## src/rtl/hsr_pkg.sv

```systemverilog
// Shared types and constants for the Heron square root block.
package hsr_pkg;

  localparam int FIELD_W = 16;
  localparam int ITER_W  = 10;
  localparam int CFG_IDX_W = 2;

  localparam logic [CFG_IDX_W-1:0] CFG_INITIAL_GUESS  = 2'd0;
  localparam logic [CFG_IDX_W-1:0] CFG_TOLERANCE      = 2'd1;
  localparam logic [CFG_IDX_W-1:0] CFG_MAX_ITERATIONS = 2'd2;

  localparam logic [FIELD_W-1:0] RST_INITIAL_GUESS  = 16'd256;
  localparam logic [FIELD_W-1:0] RST_TOLERANCE      = 16'd1;
  localparam logic [ITER_W-1:0]  RST_MAX_ITERATIONS = 10'd1000;

  typedef struct packed {
    logic load;
    logic div_init;
    logic div_step;
    logic update;
  } hsr_cmd_t;

  typedef struct packed {
    logic est_zero;
    logic within_tol;
  } hsr_sts_t;

endpackage

```

## src/rtl/hsr_dpath.sv

```systemverilog
// Datapath: estimate, radicand, restoring divider and Heron update.
module hsr_dpath #(
  parameter int WIDTH     = 16,
  parameter int FRAC_BITS = 8
) (
  input  logic                         clk,
  input  hsr_pkg::hsr_cmd_t            cmd,
  input  logic [hsr_pkg::FIELD_W-1:0]  value,
  input  logic [hsr_pkg::FIELD_W-1:0]  initial_guess,
  input  logic [hsr_pkg::FIELD_W-1:0]  tolerance,
  output hsr_pkg::hsr_sts_t            sts,
  output logic [hsr_pkg::FIELD_W-1:0]  root
);

  localparam int NW = WIDTH + FRAC_BITS;
  localparam int CW = (WIDTH > hsr_pkg::FIELD_W) ? WIDTH : hsr_pkg::FIELD_W;
  localparam logic [NW-1:0] EST_MAX = NW'({WIDTH{1'b1}});

  logic [WIDTH-1:0] value_r, est_r, prev_r, rem_r;
  logic [NW-1:0]    dq_r;

  logic [CW-1:0]    value_ext, guess_ext, tol_ext, diff_ext, est_ext;
  logic [WIDTH:0]   rem_sh, rem_sub;
  logic             q_bit;
  logic [NW:0]      sum;
  logic [NW-1:0]    half, est_sat;
  logic [WIDTH-1:0] diff;

  assign value_ext = CW'(value);
  assign guess_ext = CW'(initial_guess);
  assign tol_ext   = CW'(tolerance);

  assign rem_sh  = {rem_r, dq_r[NW-1]};
  assign rem_sub = rem_sh - {1'b0, est_r};
  assign q_bit   = (rem_sh >= {1'b0, est_r});

  assign sum     = (NW+1)'(est_r) + (NW+1)'(dq_r);
  assign half    = sum[NW:1];
  assign est_sat = (half > EST_MAX) ? EST_MAX : half;

  assign diff     = (est_r > prev_r) ? (est_r - prev_r) : (prev_r - est_r);
  assign diff_ext = CW'(diff);
  assign est_ext  = CW'(est_r);

  assign sts.est_zero   = (est_r == '0);
  assign sts.within_tol = (diff_ext < tol_ext);
  assign root           = est_ext[hsr_pkg::FIELD_W-1:0];

  always_ff @(posedge clk) begin
    if (cmd.load) begin
      value_r <= value_ext[WIDTH-1:0];
      est_r   <= guess_ext[WIDTH-1:0];
    end
    if (cmd.div_init) begin
      dq_r  <= NW'(value_r) << FRAC_BITS;
      rem_r <= '0;
    end else if (cmd.div_step) begin
      dq_r  <= {dq_r[NW-2:0], q_bit};
      rem_r <= q_bit ? rem_sub[WIDTH-1:0] : rem_sh[WIDTH-1:0];
    end
    if (cmd.update) begin
      prev_r <= est_r;
      est_r  <= est_sat[WIDTH-1:0];
    end
  end

endmodule

```

## src/rtl/hsr_ctrl.sv

```systemverilog
// Controller: sequences Heron steps, divider bits and result hand-off.
module hsr_ctrl #(
  parameter int WIDTH     = 16,
  parameter int FRAC_BITS = 8
) (
  input  logic                        clk,
  input  logic                        rst_n,
  input  logic                        start,
  input  logic                        out_free,
  input  logic [hsr_pkg::ITER_W-1:0]  max_iterations,
  input  hsr_pkg::hsr_sts_t           sts,
  output hsr_pkg::hsr_cmd_t           cmd,
  output logic                        idle,
  output logic                        out_load,
  output logic                        conv
);

  localparam int NW  = WIDTH + FRAC_BITS;
  localparam int BCW = $clog2(NW);

  localparam logic [2:0] ST_IDLE   = 3'd0;
  localparam logic [2:0] ST_START  = 3'd1;
  localparam logic [2:0] ST_DIV    = 3'd2;
  localparam logic [2:0] ST_UPDATE = 3'd3;
  localparam logic [2:0] ST_CMP    = 3'd4;
  localparam logic [2:0] ST_FINISH = 3'd5;

  logic [2:0]                  state_r, state_nxt;
  logic [hsr_pkg::ITER_W-1:0]  it_r, it_nxt;
  logic [BCW-1:0]              bit_r, bit_nxt;
  logic                        conv_r, conv_nxt;

  always_comb begin
    state_nxt = state_r;
    it_nxt    = it_r;
    bit_nxt   = bit_r;
    conv_nxt  = conv_r;
    cmd       = '0;
    out_load  = 1'b0;
    case (state_r)
      ST_IDLE: begin
        if (start) begin
          cmd.load  = 1'b1;
          it_nxt    = '0;
          conv_nxt  = 1'b0;
          state_nxt = ST_START;
        end
      end
      ST_START: begin
        if (it_r == max_iterations || sts.est_zero) begin
          state_nxt = ST_FINISH;
        end else begin
          cmd.div_init = 1'b1;
          bit_nxt      = '0;
          state_nxt    = ST_DIV;
        end
      end
      ST_DIV: begin
        cmd.div_step = 1'b1;
        bit_nxt      = bit_r + 1'b1;
        if (bit_r == BCW'(NW - 1)) begin
          state_nxt = ST_UPDATE;
        end
      end
      ST_UPDATE: begin
        cmd.update = 1'b1;
        it_nxt     = it_r + 1'b1;
        state_nxt  = ST_CMP;
      end
      ST_CMP: begin
        if (sts.within_tol) begin
          conv_nxt  = 1'b1;
          state_nxt = ST_FINISH;
        end else begin
          state_nxt = ST_START;
        end
      end
      ST_FINISH: begin
        if (out_free) begin
          out_load  = 1'b1;
          state_nxt = ST_IDLE;
        end
      end
      default: state_nxt = ST_IDLE;
    endcase
  end

  always_ff @(posedge clk) begin
    if (!rst_n) begin
      state_r <= ST_IDLE;
      it_r    <= '0;
      bit_r   <= '0;
      conv_r  <= 1'b0;
    end else begin
      state_r <= state_nxt;
      it_r    <= it_nxt;
      bit_r   <= bit_nxt;
      conv_r  <= conv_nxt;
    end
  end

  assign idle = (state_r == ST_IDLE);
  assign conv = conv_r;

endmodule

```

## src/rtl/heron_square_root.sv

```systemverilog
// Top level of the Heron square root block: config registers, output register, checks.
//
// Usage: one unsigned fixed-point radicand (WIDTH bits, FRAC_BITS fractional) per
// input beat on in_value; one beat on out_root / out_converged per radicand.
// A beat moves when valid is high and stall is low. Registers are written on
// the cfg channel (index 0 initial guess, 1 tolerance, 2 iteration limit),
// cfg_ready is always high; other indexes are ignored. Write only when idle.
// Each Heron step runs a restoring divider over WIDTH+FRAC_BITS quotient
// bits, one quotient bit per cycle, between the start check and the update
// and tolerance compare states (default parameters give Q8.8). An item ends
// when the tolerance test passes, or when the iteration limit or a zero
// estimate stops it at the start check of a step; the number of steps is
// at most the iteration limit. One item is in work at a time;
// in_stall stays high from acceptance until the result is moved into the
// output register, which can hold a finished result while the next radicand
// is taken. A stalled output beat holds; the block waits to deliver only if
// the output register is full and stalled. Reset empties the output register,
// returns the controller to idle and loads guess 256, tolerance 1, limit 1000.
module heron_square_root #(
  parameter int WIDTH     = 16,
  parameter int FRAC_BITS = 8
) (
  input  logic                            clk,
  input  logic                            rst_n,
  input  logic                            in_valid,
  output logic                            in_stall,
  input  logic [hsr_pkg::FIELD_W-1:0]     in_value,
  output logic                            out_valid,
  input  logic                            out_stall,
  output logic [hsr_pkg::FIELD_W-1:0]     out_root,
  output logic                            out_converged,
  input  logic                            cfg_valid,
  output logic                            cfg_ready,
  input  logic [hsr_pkg::CFG_IDX_W-1:0]   cfg_index,
  input  logic [hsr_pkg::FIELD_W-1:0]     cfg_wdata
);

  logic [hsr_pkg::FIELD_W-1:0] guess_r, tol_r, root_r;
  logic [hsr_pkg::ITER_W-1:0]  max_it_r;
  logic                        out_valid_r, conv_out_r;

  hsr_pkg::hsr_cmd_t           cmd;
  hsr_pkg::hsr_sts_t           sts;
  logic                        idle, out_load, conv, out_free, in_accept;
  logic [hsr_pkg::FIELD_W-1:0] root;

  assign cfg_ready = 1'b1;
  assign in_stall  = !idle;
  assign in_accept = in_valid && !in_stall;
  assign out_free  = !out_valid_r || !out_stall;

  always_ff @(posedge clk) begin
    if (!rst_n) begin
      guess_r  <= hsr_pkg::RST_INITIAL_GUESS;
      tol_r    <= hsr_pkg::RST_TOLERANCE;
      max_it_r <= hsr_pkg::RST_MAX_ITERATIONS;
    end else if (cfg_valid && cfg_ready) begin
      case (cfg_index)
        hsr_pkg::CFG_INITIAL_GUESS:  guess_r  <= cfg_wdata;
        hsr_pkg::CFG_TOLERANCE:      tol_r    <= cfg_wdata;
        hsr_pkg::CFG_MAX_ITERATIONS: max_it_r <= cfg_wdata[hsr_pkg::ITER_W-1:0];
        default: ;
      endcase
    end
  end

  always_ff @(posedge clk) begin
    if (!rst_n) begin
      out_valid_r <= 1'b0;
    end else if (out_load) begin
      out_valid_r <= 1'b1;
    end else if (!out_stall) begin
      out_valid_r <= 1'b0;
    end
  end

  always_ff @(posedge clk) begin
    if (out_load) begin
      root_r     <= root;
      conv_out_r <= conv;
    end
  end

  assign out_valid     = out_valid_r;
  assign out_root      = root_r;
  assign out_converged = conv_out_r;

  hsr_ctrl #(
    .WIDTH     (WIDTH),
    .FRAC_BITS (FRAC_BITS)
  ) u_ctrl (
    .clk            (clk),
    .rst_n          (rst_n),
    .start          (in_accept),
    .out_free       (out_free),
    .max_iterations (max_it_r),
    .sts            (sts),
    .cmd            (cmd),
    .idle           (idle),
    .out_load       (out_load),
    .conv           (conv)
  );

  hsr_dpath #(
    .WIDTH     (WIDTH),
    .FRAC_BITS (FRAC_BITS)
  ) u_dpath (
    .clk           (clk),
    .cmd           (cmd),
    .value         (in_value),
    .initial_guess (guess_r),
    .tolerance     (tol_r),
    .sts           (sts),
    .root          (root)
  );

  a_busy_after_accept: assert property (@(posedge clk) disable iff (!rst_n)
    in_accept |=> in_stall)
    else $error("block not busy after taking a radicand");

  a_conv_needs_tol: assert property (@(posedge clk) disable iff (!rst_n)
    out_valid_r && conv_out_r |-> tol_r != '0)
    else $error("converged flag with zero tolerance");

  a_zero_limit: assert property (@(posedge clk) disable iff (!rst_n)
    out_load && max_it_r == '0 |-> !conv)
    else $error("converged flag with zero iteration limit");

  a_load_when_free: assert property (@(posedge clk) disable iff (!rst_n)
    out_load |-> out_free)
    else $error("result loaded over an undelivered beat");

endmodule
```

## config.mk

```make
export PLATFORM = sky130hd
export DESIGN_NAME = heron_square_root
export DESIGN_NICKNAME = d
export VERILOG_FILES = /design/src/rtl/hsr_pkg.sv /design/src/rtl/hsr_dpath.sv /design/src/rtl/hsr_ctrl.sv /design/src/rtl/heron_square_root.sv
export SDC_FILE = /design/constraint.sdc
export NUM_CORES = 1
export LEC_CHECK = 0
export ABC_AREA = 1
export BUFFER_PORTS_ARGS = -buffer_cell sky130_fd_sc_hd__buf_4
export CAP_MARGIN = 10
export CORE_UTILIZATION = 57
export DETAILED_ROUTE_END_ITERATION = 10
export GPL_ROUTABILITY_DRIVEN = 0
export GPL_TIMING_DRIVEN = 0
export PLACE_DENSITY_LB_ADDON = 0.12
export SLEW_MARGIN = 20
export SYNTH_ARGS = -nofsm -noshare
export SYNTH_HDL_FRONTEND = slang
export SYNTH_SLANG_ARGS = --single-unit
```

## constraint.sdc

```tcl
create_clock -name clk -period 3.7 [get_ports clk]
set_input_delay 0.37 -clock clk [delete_from_list [all_inputs] [get_ports clk]]
set_output_delay 0.37 -clock clk [all_outputs]
set_load 0.02 [all_outputs]
```

# After elaboration in Yosys (flattened, before gate mapping)
# Cells that the tools add are included.
word_totals:
  elab_cells: 92
  ff_bits: 167
op_classes:
  magnitude_cmp: 4
  mux: 30
  eq_ne: 15
  addsub: 6
  reduce_logical: 21
op_table:
  columns: ["cell", "count"]
  rows:
  - ["$mux 16", 5]
  - ["$mux 24", 2]
  - ["$sub 16x16->16", 3]
  - ["$add 16x24->25", 1]
  - ["$gt 24x16->1 const B", 1]
  - ["$pmux 10 s2", 1]
  - ["$pmux 3 s6", 1]
  - ["$ge 17x16->1", 1]
  - ["$gt 16x16->1", 1]
  - ["$logic_not 16->1", 1]
  - ["$lt 16x16->1", 1]
  - ["$mux 3", 5]
  - ["$mux 1", 12]
  - ["$add 10x1->10 const B", 1]
  - ["$eq 10x10->1", 1]
  - ["$mux 10", 1]
  - ["$pmux 5 s2", 1]
  - ["$reduce_and 2->1", 5]
  - ["$reduce_bool 2->1", 5]
  - ["$eq 3x2->1 const B", 2]
  - ["$eq 3x3->1 const B", 2]
  - ["$ne 2x1->1 const B", 3]
  - ["$ne 2x2->1 const B", 3]
  - ["$reduce_and 3->1", 2]
  - ["other kinds (12)", 15]

# Depth between registers and ports, before layout
# Gate-level depths: netlist of run 1.
depth:
  depth_word: 6
  mapped_depth: 25

# Cells and area by module
# A second synthesis of run 1 with hierarchy kept.
hier_totals:
  cells_unflattened: 1544
  hier_area_um2: 11190.7
modules_own_cells:
  columns: ["mod", "cells_each", "n_inst", "area_each_um2", "seq_area_each_um2"]
  rows:
  - ["hsr_dpath", 1093, 1, 7743.7, 2402.3]
  - ["heron_square_root", 285, 1, 2333.5, 1371.3]
  - ["hsr_ctrl", 166, 1, 1113.6, 380.4]

# Least setup slack after synthesis of run 1
# Ideal clock, no wire load.
synth_path:
  kind: "reg2reg"
  from: "register u_dpath.est_r[0], in the netlist u_dpath.root[0]"
  to: "register u_ctrl.state_r[2]"
  slack_ns: 0.590
  t_arrival_ns: 3.036
  t_required_ns: 3.626
  stages_incl_launch_ff: 25
  path_buffers: 1
  path_cell_list: "edfxtp_1 > inv_1 > ha_1 > inv_1 > fa_1 > nand2_1 > nand2_1 > a21oi_2 > o21bai_2 > nand2_1 > o211ai_1 > nand2_2 > inv_2 > buf_4 > nand2_1 > nand2_1 > inv_1 > ha_1 > a21oi_1 > nor2_1 > a211oi_1 > nand2_1 > nand2_1 > nand4_1 > a31oi_1"
synth_via:
  elab_chain_len: 5
  word_cells_on_any_way: 10
  classes_between: "add/sub: 2; order compare: 2; mux: 4; reduce/logical: 2"
synth_lines:
  columns: ["element", "line_no", "rtl"]
  rows:
  - ["start, declared", "hsr_dpath.sv:19", "logic [WIDTH-1:0] value_r, est_r, prev_r, rem_r;"]
  - ["start signal, assigned", "hsr_dpath.sv:52", "est_r <= guess_ext[WIDTH-1:0];"]
  - ["start signal, assigned", "hsr_dpath.sv:63", "est_r <= est_sat[WIDTH-1:0];"]
  - ["$sub 16x16->16 / $gt 16x16->1 (equally long branches)", "hsr_dpath.sv:41", "assign diff = (est_r > prev_r) ? (est_r - prev_r) : (prev_r - est_r);"]
  - ["$mux 16", "hsr_dpath.sv:41", null]
  - ["$lt 16x16->1", "hsr_dpath.sv:46", "assign sts.within_tol = (diff_ext < tol_ext);"]
  - ["$mux 3", "hsr_ctrl.sv:71", "if (sts.within_tol) begin"]
  - ["$pmux 3 s6 (*)", "hsr_ctrl.sv:40", "case (state_r)"]
  - ["end signal, assigned", "hsr_ctrl.sv:95", "state_r <= state_nxt;"]
  - ["end, declared", "hsr_ctrl.sv:28", "logic [2:0] state_r, state_nxt;"]
# Every way passes the cells marked *; elsewhere a longest branch is shown, timed or not.
# A chain may end at the register's enable or synchronous reset.

# Worst setup path in the final report of run 1
layout_path:
  from: "register u_dpath.est_r[7], in the netlist u_dpath.root[7]"
  to: "register u_ctrl.state_r[2]"
# The elaborated chain is that of the path after synthesis.

==> results of run 1 <==
registers in the layout (all words and copies together), names as in the netlist:
signal and cells:
max_it_r 10, guess_r 16, out_valid 1, out_converged 1, u_dpath.value_r 16, u_ctrl.it_r 10, u_dpath.root 16, u_ctrl.bit_r 5
u_ctrl.state_r 3, u_dpath.rem_r 16, out_root 16, u_dpath.prev_r 16, u_dpath.dq_r 24, tol_r 16, u_ctrl.conv 1
stage by stage:
stage          cells  util (%)  total power [mW]  area [µm²]
2_1_floorplan   1456         -              3.76       10800
3_3_place_gp    1742      63.0              4.29       11500
3_5_place_dp    1742      63.1              4.33       11500
4_1_cts         1784      66.5              6.09       12200
5_1_grt         1808      68.3              6.60       12500
6_report        1808      68.3              6.25       12500
worst min path at each step:
stage,end,slack (ns)
6_report,u_dpath.value_r[14],0.1
3_3_place_gp,out_converged,0.43
2_1_floorplan,out_converged,0.41
3_5_place_dp,out_converged,0.42
5_1_grt,u_dpath.value_r[3],0.09
4_1_cts,u_dpath.value_r[3],0.09
kinds of logic (layout without fill, tap and decap cells):
kind of cell,Yosys count,after routing
adders and majority gates,83,83
other,1,1
AOI/OAI and AO/OA,252,252
and+or+nand+nor,641,641
DFF,167,167
xor gates and xnor gates,50,50
buffers and inverters,262,385
timing repair:
item	4_1_cts	5_1_grt
gates cloned	0	1
buffers inserted	10	23
pin swaps	0	5
setup endpoints to repair	2	2
resized for setup	1	39
routing by layer:
layer | wire length [µm] | share of wire (%)
met1 | 12400 | 43
met4 | 902 | 3.1
met5 | 0 | 0
met2 | 13500 | 47
met3 | 2090 | 7.2
critical path, delay by kind of cell (launching register included):
family,cells,cell delay [ns]
AO/OA/AOI/OAI,5,0.75
AND/OR/NAND/NOR,8,0.92
flip-flops,1,0.54
buffers and inverters,4,0.51
adder cells (fa/ha/maj),2,0.69
report_power, final:
part           switching, mW  internal (mW)
clock                  0.831          0.904
sequential             0.145           2.15
combinational           1.42          0.804
layout make-up:
class	instances	area (µm²)
timing repair buffer	91	681
clock buffer	20	447
tap	229	287
clock inverter	12	110
inverter	227	855
sequential	167	4150
buffer	35	194
multi-input combinational	1027	5750
fill	1580	5790
cells in the final DEF, fill, tap and decap left out, types with 3 or more instances in the layout:
cell,instances
xor2_1,40
a21o_1,5
inv_8,3
o21bai_1,4
nor2_1,148
buf_4,94
inv_2,4
o211ai_1,5
nor2_2,10
a21oi_1,106
inv_1,222
inv_6,4
ha_2,3
nor2_4,4
clkbuf_16,17
nand2_2,8
dfxtp_1,86
nor3_1,10
nor4_1,7
nor3_2,4
o21ai_1,3
buf_2,3
xnor2_1,10
nand4_1,18
o21ai_0,80
a22o_1,9
nand3_1,74
ha_4,4
ha_1,72
fa_1,3
a31oi_1,5
a21oi_2,11
a22oi_1,7
clkbuf_1,23
nand2_1,352
edfxtp_1,81
==> flow_summary.rst, run 1 <==
.. list-table::
   :header-rows: 1

   * - Metric
     - Value
   * - Final worst slack
     - ~0.14 ns
   * - Residual DRC
     - 0
   * - Kind of path behind the tightest hold check
     - in -> reg
   * - Headroom to the max-slew limit
     - 41.8%
   * - Cell area after synthesis
     - 10,800 µm²
   * - Share of synthesized cell area in and, or, nand and nor gates
     - around a quarter
   * - Post-Synth Adder-Cell Area
     - a little under 10%
   * - Critical path's slowest cell
     - edfxtp_1
   * - Delay of the slowest critical-path stage
     - 0.54 ns
   * - Placed wire-length estimate after detailed placement
     - roughly 21 mm
   * - Met3 track demand over resource in global routing
     - ~6.7%
   * - Final worst hold slack
     - 0.0952 ns
   * - Initial antenna violation count
     - 0
   * - FF-to-FF Start
     - u_dpath.root[7]
   * - Layout Nets
     - between 1.5k and 2k
   * - M2 GR Usage
     - ~49%
   * - Setup slack of the most critical reg-to-reg path
     - between 0.1 and 0.15 ns
   * - Compound-gate portion of the synthesized area
     - approximately 13%
   * - Combinational family with the most area after synthesis
     - simple AND/OR/NAND/NOR gates
   * - GRT busiest layer
     - met2
   * - Share of final-layout standard cells stronger than drive strength 1
     - roughly 12%
   * - Detailed-route vias per instance
     - 5.56
   * - TritonRoute pass-1 iters
     - 7
   * - Drt total wl
     - roughly 29 mm
   * - Xor-xnor portion of the synthesized cell area
     - 4.06%
   * - Sequential-to-total area share from yosys stat
     - between 30% and 40%
   * - R2R depth
     - 19
   * - Most instantiated cells after synthesis
     - nand2_1 (355), inv_1 (226), nor2_1 (151)
   * - DRT iter0 DRCs
     - 810
   * - Predominant post-synthesis flop cell
     - dfxtp_1
   * - Clk pin slew, worst setup/hold paths
     - roughly 0.070 ns
   * - Timing-limited maximum frequency
     - roughly 280 MHz
   * - Yosys warnings
     - 0
   * - Setup TNS
     - 0 ns
   * - Number of buffers added by the clock tree synthesis step
     - 17
   * - Max Root-Sink Buffers
     - 2
   * - Routing usage on met1
     - between 30% and 40%
   * - Core box area
     - 18,300 µm²
   * - Post-route ant nets
     - 0
   * - Proportion of synthesized area in mux cells
     - 0%
   * - # setup viols final
     - 0
   * - Nature of the critical path endpoint
     - flop
   * - Endpoint of the most critical setup path
     - u_ctrl.state_r[2]
   * - Die H
     - 140 µm
   * - Syn_nets
     - ~1.6k
   * - Library cell appearing most often on the critical path
     - nand2_1
   * - Fraction of post-synthesis cell area in the top cell type by area
     - a little under a quarter
   * - Clk sink count
     - ~170
   * - Period utilization
     - between 90% and 100%
   * - Synthesis-to-finish area growth
     - 15.6%
   * - Reported leakage power
     - 5.92 nW
   * - Tightest Pin Transition
     - ~0.87 ns
   * - Post-synthesis async set-or-reset flop share
     - 0%
   * - Reported max-cap violation count
     - 0
   * - Largest area contributor in the synthesized netlist
     - edfxtp_1
   * - Die Footprint
     - roughly 20,000 µm²
   * - Number of buffers inserted by hold repair at cts
     - 0
   * - Latest clock arrival within the worst-skew pair
     - approximately 0.44 ns
   * - Worst slack after detailed placement
     - -0.229 ns
   * - Max-slew violations
     - 0
   * - Area contributors post-synth
     - edfxtp_1 (23%), dfxtp_1 (16%), nand2_1 (12%), ha_1 (9.2%), inv_1 (7.9%)
   * - Post-Syn Instances
     - around 1.5k
   * - Gr ovfl total
     - 0
   * - Global-route total usage across every layer
     - 29.7%
   * - Final Hold Violating Endpoints
     - 0
   * - Number of placed I/O pins
     - 59
   * - Arrival time at the worst endpoint
     - around 3.9 ns
   * - Avg Cell Area, Syn
     - approximately 7.4 µm²
   * - Register bit count reported by yosys
     - roughly 170
   * - Cell chain of the critical path
     - inv_1, ha_2, nand2_1, o21bai_4, nand2_1, o211ai_1, nand2_2, buf_4, buf_4, o21ai_0, inv_1, ha_1, nand2_1, o21ai_1, nand4_1, nand2_1, nand2_2, nand4_1, a31oi_1
   * - Maximum level of the CTS H-tree
     - 4
   * - ANT cells
     - 0
   * - Largest net degree at the start of global routing
     - 26
   * - Areal power density over the cells
     - 501 nW/µm²
   * - Run status
     - completed
   * - DR vias
     - 10.0k
   * - Initial core utilization
     - about three fifths
   * - Number of distinct library cell variants in the gate-level netlist after synthesis
     - 48
   * - Origin of the worst setup path
     - u_dpath.root[7]
   * - TritonCTS clock tree
     - done
   * - Mean routed wirelength per cell
     - approximately 16 µm
   * - Critical Setup Path Class
     - reg -> reg
   * - Tmin final
     - 3.56 ns
   * - Worst-case clock skew
     - roughly 0.012 ns
   * - Worst-path maximum fanout
     - 8
   * - Critical path launch point type
     - flop
   * - Data required time of the worst path
     - about 4 ns
   * - Die width
     - roughly 140 µm
   * - Cell count of the worst hold path
     - 1
   * - R2R Path End
     - u_ctrl.state_r[2]
   * - Total number of placement rows
     - 49
   * - Vias in the first global route
     - 9,098
   * - Peak VDD IR
     - 0.000351 V
   * - Wire length of the first global-routing pass
     - 44.9 mm
   * - Number of buffers added on ports
     - 57
   * - Cell with the most instances after synthesis
     - nand2_1
   * - Hold Startpoint
     - in_value[14]
   * - Number of flops mapped to enable cells by yosys
     - just over 80
   * - Root buffer selected by CTS
     - clkbuf_16
Note: power is estimated with default switching activity, not from simulation.
==> run 2: changes to the inputs <==
- ABC_AREA: 1 -> unset
- CTS_CLUSTER_DIAMETER: unset -> 200
==> run 2 against run 1 <==
Net effect:
- the flow now finishes with violations (setup timing)
- sequential power is 2% higher
- cell count is 19% lower
- flip-flop and latch count stayed put
- sequential share of layout area increased by 1.7 points
- register-to-register slack got worse by 0.48 ns
- area after synthesis down 6.3%
- clock power about the same
- worst hold slack improved by 0.011 ns
- fmax shrank 12%
- critical path depth up 1
- die area fell by 6.2%
- clock skew is 0.0056 ns lower
- largest power group is now combinational logic
- highest routed layer unchanged
==> flow_summary.rst, run 2 <==
.. list-table::
   :header-rows: 1

   * - Metric
     - Value
   * - Failing checks
     - setup timing
   * - Reported max-cap violation count
     - 0
   * - Max Root-Sink Buffers
     - 2
   * - Headroom to the max-slew limit
     - 49.0%
   * - Peak VDD IR
     - ~0.00038 V
   * - Avg Cell Area, Syn
     - 9.08 µm²
   * - Max reg flops
     - 24
   * - Tightest Pin Transition
     - roughly 0.76 ns
   * - Clk sink count
     - approximately 170
   * - TritonRoute pass-1 iters
     - 7
   * - Area contributors post-synth
     - edfxtp_1 (24%), dfxtp_1 (17%), ha_1 (9.8%), nand2_1 (5.8%), a21oi_1 (3.6%)
   * - Kind of path behind the tightest hold check
     - in -> reg
   * - Detailed-route vias per instance
     - around 6
   * - Initial antenna violation count
     - 0
   * - Setup slack of the most critical reg-to-reg path
     - -0.34 ns
   * - Nature of the critical path endpoint
     - flop
   * - FF-to-FF Start
     - u_dpath.root[0]
   * - Placed wire-length estimate after detailed placement
     - ~19 mm
   * - Die Footprint
     - approximately 18,000 µm²
   * - Worst-path maximum fanout
     - 5
   * - Drt total wl
     - around 27 mm
   * - Sequential-to-total area share from yosys stat
     - approximately two fifths
   * - Critical path's slowest cell
     - edfxtp_1
   * - Post-synthesis async set-or-reset flop share
     - 0%
   * - Register bit count reported by yosys
     - 167
   * - Final core utilization
     - between 60% and 70%
   * - Post-route ant nets
     - 0
   * - Finished Cell Area
     - roughly 12,000 µm²
   * - Fraction of post-synthesis cell area in the top cell type by area
     - 24.1%
   * - Register ranked first by flip-flop count
     - u_dpath.dq_r
   * - Most instantiated cells after synthesis
     - nand2_1 (156), dfxtp_1 (86), edfxtp_1 (81)
   * - Die width
     - about 140 µm
   * - Critical path launch point type
     - flop
   * - Post-Syn Instances
     - approximately 1.1k
   * - Worst-case clock skew
     - between 0.006 and 0.007 ns
   * - Data required time of the worst path
     - 4.03 ns
   * - Timing-limited maximum frequency
     - roughly 250 MHz
   * - # setup viols final
     - 2
   * - Worst slack after detailed placement
     - -0.766 ns
   * - Mean routed wirelength per cell
     - 18.2 µm
   * - Final worst slack
     - -0.341 ns
   * - Delay of the slowest critical-path stage
     - about 0.48 ns
   * - DRT iter0 DRCs
     - ~690
   * - Number of placed I/O pins
     - 59
   * - Number of distinct library cell variants in the gate-level netlist after synthesis
     - 73
   * - Multi-input logic area
     - between 5000 and 6000 µm²
   * - Clk pin slew, worst setup/hold paths
     - around 0.070 ns
   * - Number of buffers inserted by hold repair at cts
     - 0
   * - Largest area contributor in the synthesized netlist
     - edfxtp_1
   * - Placement Cell Area
     - about 11,000 µm²
   * - Tmin final
     - ~4.0 ns
   * - Cell chain of the critical path
     - inv_1, ha_2, inv_2, fa_2, nand3_2, nand2_2, a311oi_4, o311ai_4, a21oi_4, buf_6, mux2_4, ha_4, a21boi_2, o21a_1, o211ai_1, a21boi_1, o21ai_1, a21oi_2, a21oi_2, a31o_2
   * - Period utilization
     - 109%
   * - Hold path endpoint
     - u_dpath.value_r[0]
   * - Number of buffers added on ports
     - 57
   * - Wire length of the first global-routing pass
     - 41.8 mm
   * - Number of flops mapped to enable cells by yosys
     - 81
   * - Areal power density over the cells
     - between 500 and 600 nW/µm²
   * - Library cell appearing most often on the critical path
     - a21oi_2
   * - Sequential standard cell area
     - approximately 4200 µm²
   * - Predominant post-synthesis flop cell
     - dfxtp_1
   * - Arrival time at the worst endpoint
     - 4.37 ns
   * - Number of fillers in the final layout
     - 1,415
   * - ANT cells
     - 0
   * - Vias in the first global route
     - between 8k and 9k
   * - R2R depth
     - 20
   * - RSZ-0062 raised after global routing
     - yes
   * - Root buffer selected by CTS
     - clkbuf_16
   * - Hold Startpoint
     - in_value[0]
   * - Largest net degree at the start of global routing
     - 26
   * - Synthesis-to-finish area growth
     - 17.3%
   * - Core box area
     - about 17,000 µm²
   * - Total number of placement rows
     - 48
   * - Initial core utilization
     - approximately three fifths
   * - Commonest cells after routing, fill and taps aside
     - nand2_1 (155), buf_4 (96), dfxtp_1 (86)
   * - Run status
     - finished, violations left
   * - Share of final-layout standard cells stronger than drive strength 1
     - about 15%
   * - Final Hold Violating Endpoints
     - 0
   * - Residual DRC
     - 0
   * - Reported leakage power
     - approximately 4.9 nW
   * - Cell count of the worst hold path
     - 1
   * - Max-slew violations
     - 0
   * - Latest clock arrival within the worst-skew pair
     - between 0.4 and 0.5 ns
   * - Syn_nets
     - 1,235
   * - Global-route total usage across every layer
     - 30.3%
   * - Maximum level of the CTS H-tree
     - 4
   * - DR vias
     - ~8.5k
   * - Commonest non-fill, non-tap cell in the layout
     - nand2_1
   * - Number of buffers added by the clock tree synthesis step
     - 17
   * - Layout Nets
     - approximately 1.3k
   * - Die H
     - around 140 µm
   * - Gr ovfl total
     - 0
   * - TritonCTS clock tree
     - done
   * - Yosys warnings
     - 0
   * - R2R Path End
     - u_ctrl.conv
   * - Cell with the most instances after synthesis
     - nand2_1
   * - Critical Setup Path Class
     - reg -> reg
   * - Cell area after synthesis
     - around 10,000 µm²
-- run 2: changes by cell type in the layout (fill, tap and decap cells not counted), sizes merged, moves of 18 or more --
cell / delta
a21boi: +43
a21oi: -44
inv: -157
mux2i: +18
nand2: -204
nand3: -36
nor2: -89
o21ai: -32
xnor2: +18
-- run 2: how the worst max path moves through the flow --
stage / start / end / cells after the start
after global routing: u_dpath.root[0] / u_ctrl.state_r[2] / 20
after global placement: u_dpath.root[1] / u_ctrl.state_r[2] / 16
final: u_dpath.root[0] / u_ctrl.conv / 20
after CTS: u_dpath.root[0] / u_ctrl.conv / 20
after detailed placement: u_dpath.root[1] / u_ctrl.conv / 16
after floorplan: u_dpath.root[5] / u_ctrl.conv / 19
-- run 2: final cells by class --
cell class / instances / area share [%]
clock buffers: 23 / 4.12
repair buffers: 97 / 6.21
flip-flops and latches: 167 / 35.0
inverters: 75 / 2.37
multi-input cells: 821 / 47.2
plain buffers: 47 / 1.98
clock inverters: 9 / 0.749
well taps: 225 / 2.37
-- run 2: logic make-up after synthesis --
group	count (synthesis)	synth area share (%)
compound gates	298	20.0
other cells	1	0.0371
fa+ha+maj	83	10.6
simple gates	365	16.6
xor+xnor	51	4.42
flops	167	41.1
buf+inv	125	4.94
mux	23	2.34
-- run 2: power by group --
group	switching (mW)	internal, mW	total [mW]
clock network	0.749	1.01	1.76
registers	0.166	2.16	2.33
logic	1.46	1.08	2.54
total	2.37	4.25	6.62
-- run 2: per-layer routing --
metal	vias up	global-route usage [%]	routed length [µm]
li1	4193	-	-
met1	4007	40.3	11700
met2	302	48.3	12300
met3	46	6.32	1910
met4	0	11.7	767
met5	-	0	0
-- run 2: what timing repair did --
item,in CTS,in global routing
pin swaps,6,9
setup buffers,28,8
setup endpoints to repair,3,18
resized for setup,14,9
gates cloned,1,1
-- run 2: worst max-delay path, delay by kind of cell (launching register included) --
kind	cells	cell delay (ns)
AOI/OAI and AO/OA	11	1.87
adders and majority gates	3	0.79
DFF	1	0.48
muxes	1	0.32
buffers and inverters	3	0.30
and+or+nand+nor	2	0.15
-- run 2: stage by stage --
stage | total power, mW | hold slack, ns | TNS, ns | cells
finish | 6.62 | 0.106 | -0.678 | 1464
CTS | 6.58 | 0.0944 | -0.574 | 1455
detailed placement | 4.71 | 0.459 | -1.52 | 1397
floorplan | 4.15 | 0.409 | 0 | 1113
global route | 6.98 | 0.0928 | -0.987 | 1464
global placement | 4.66 | 0.453 | -1.34 | 1395
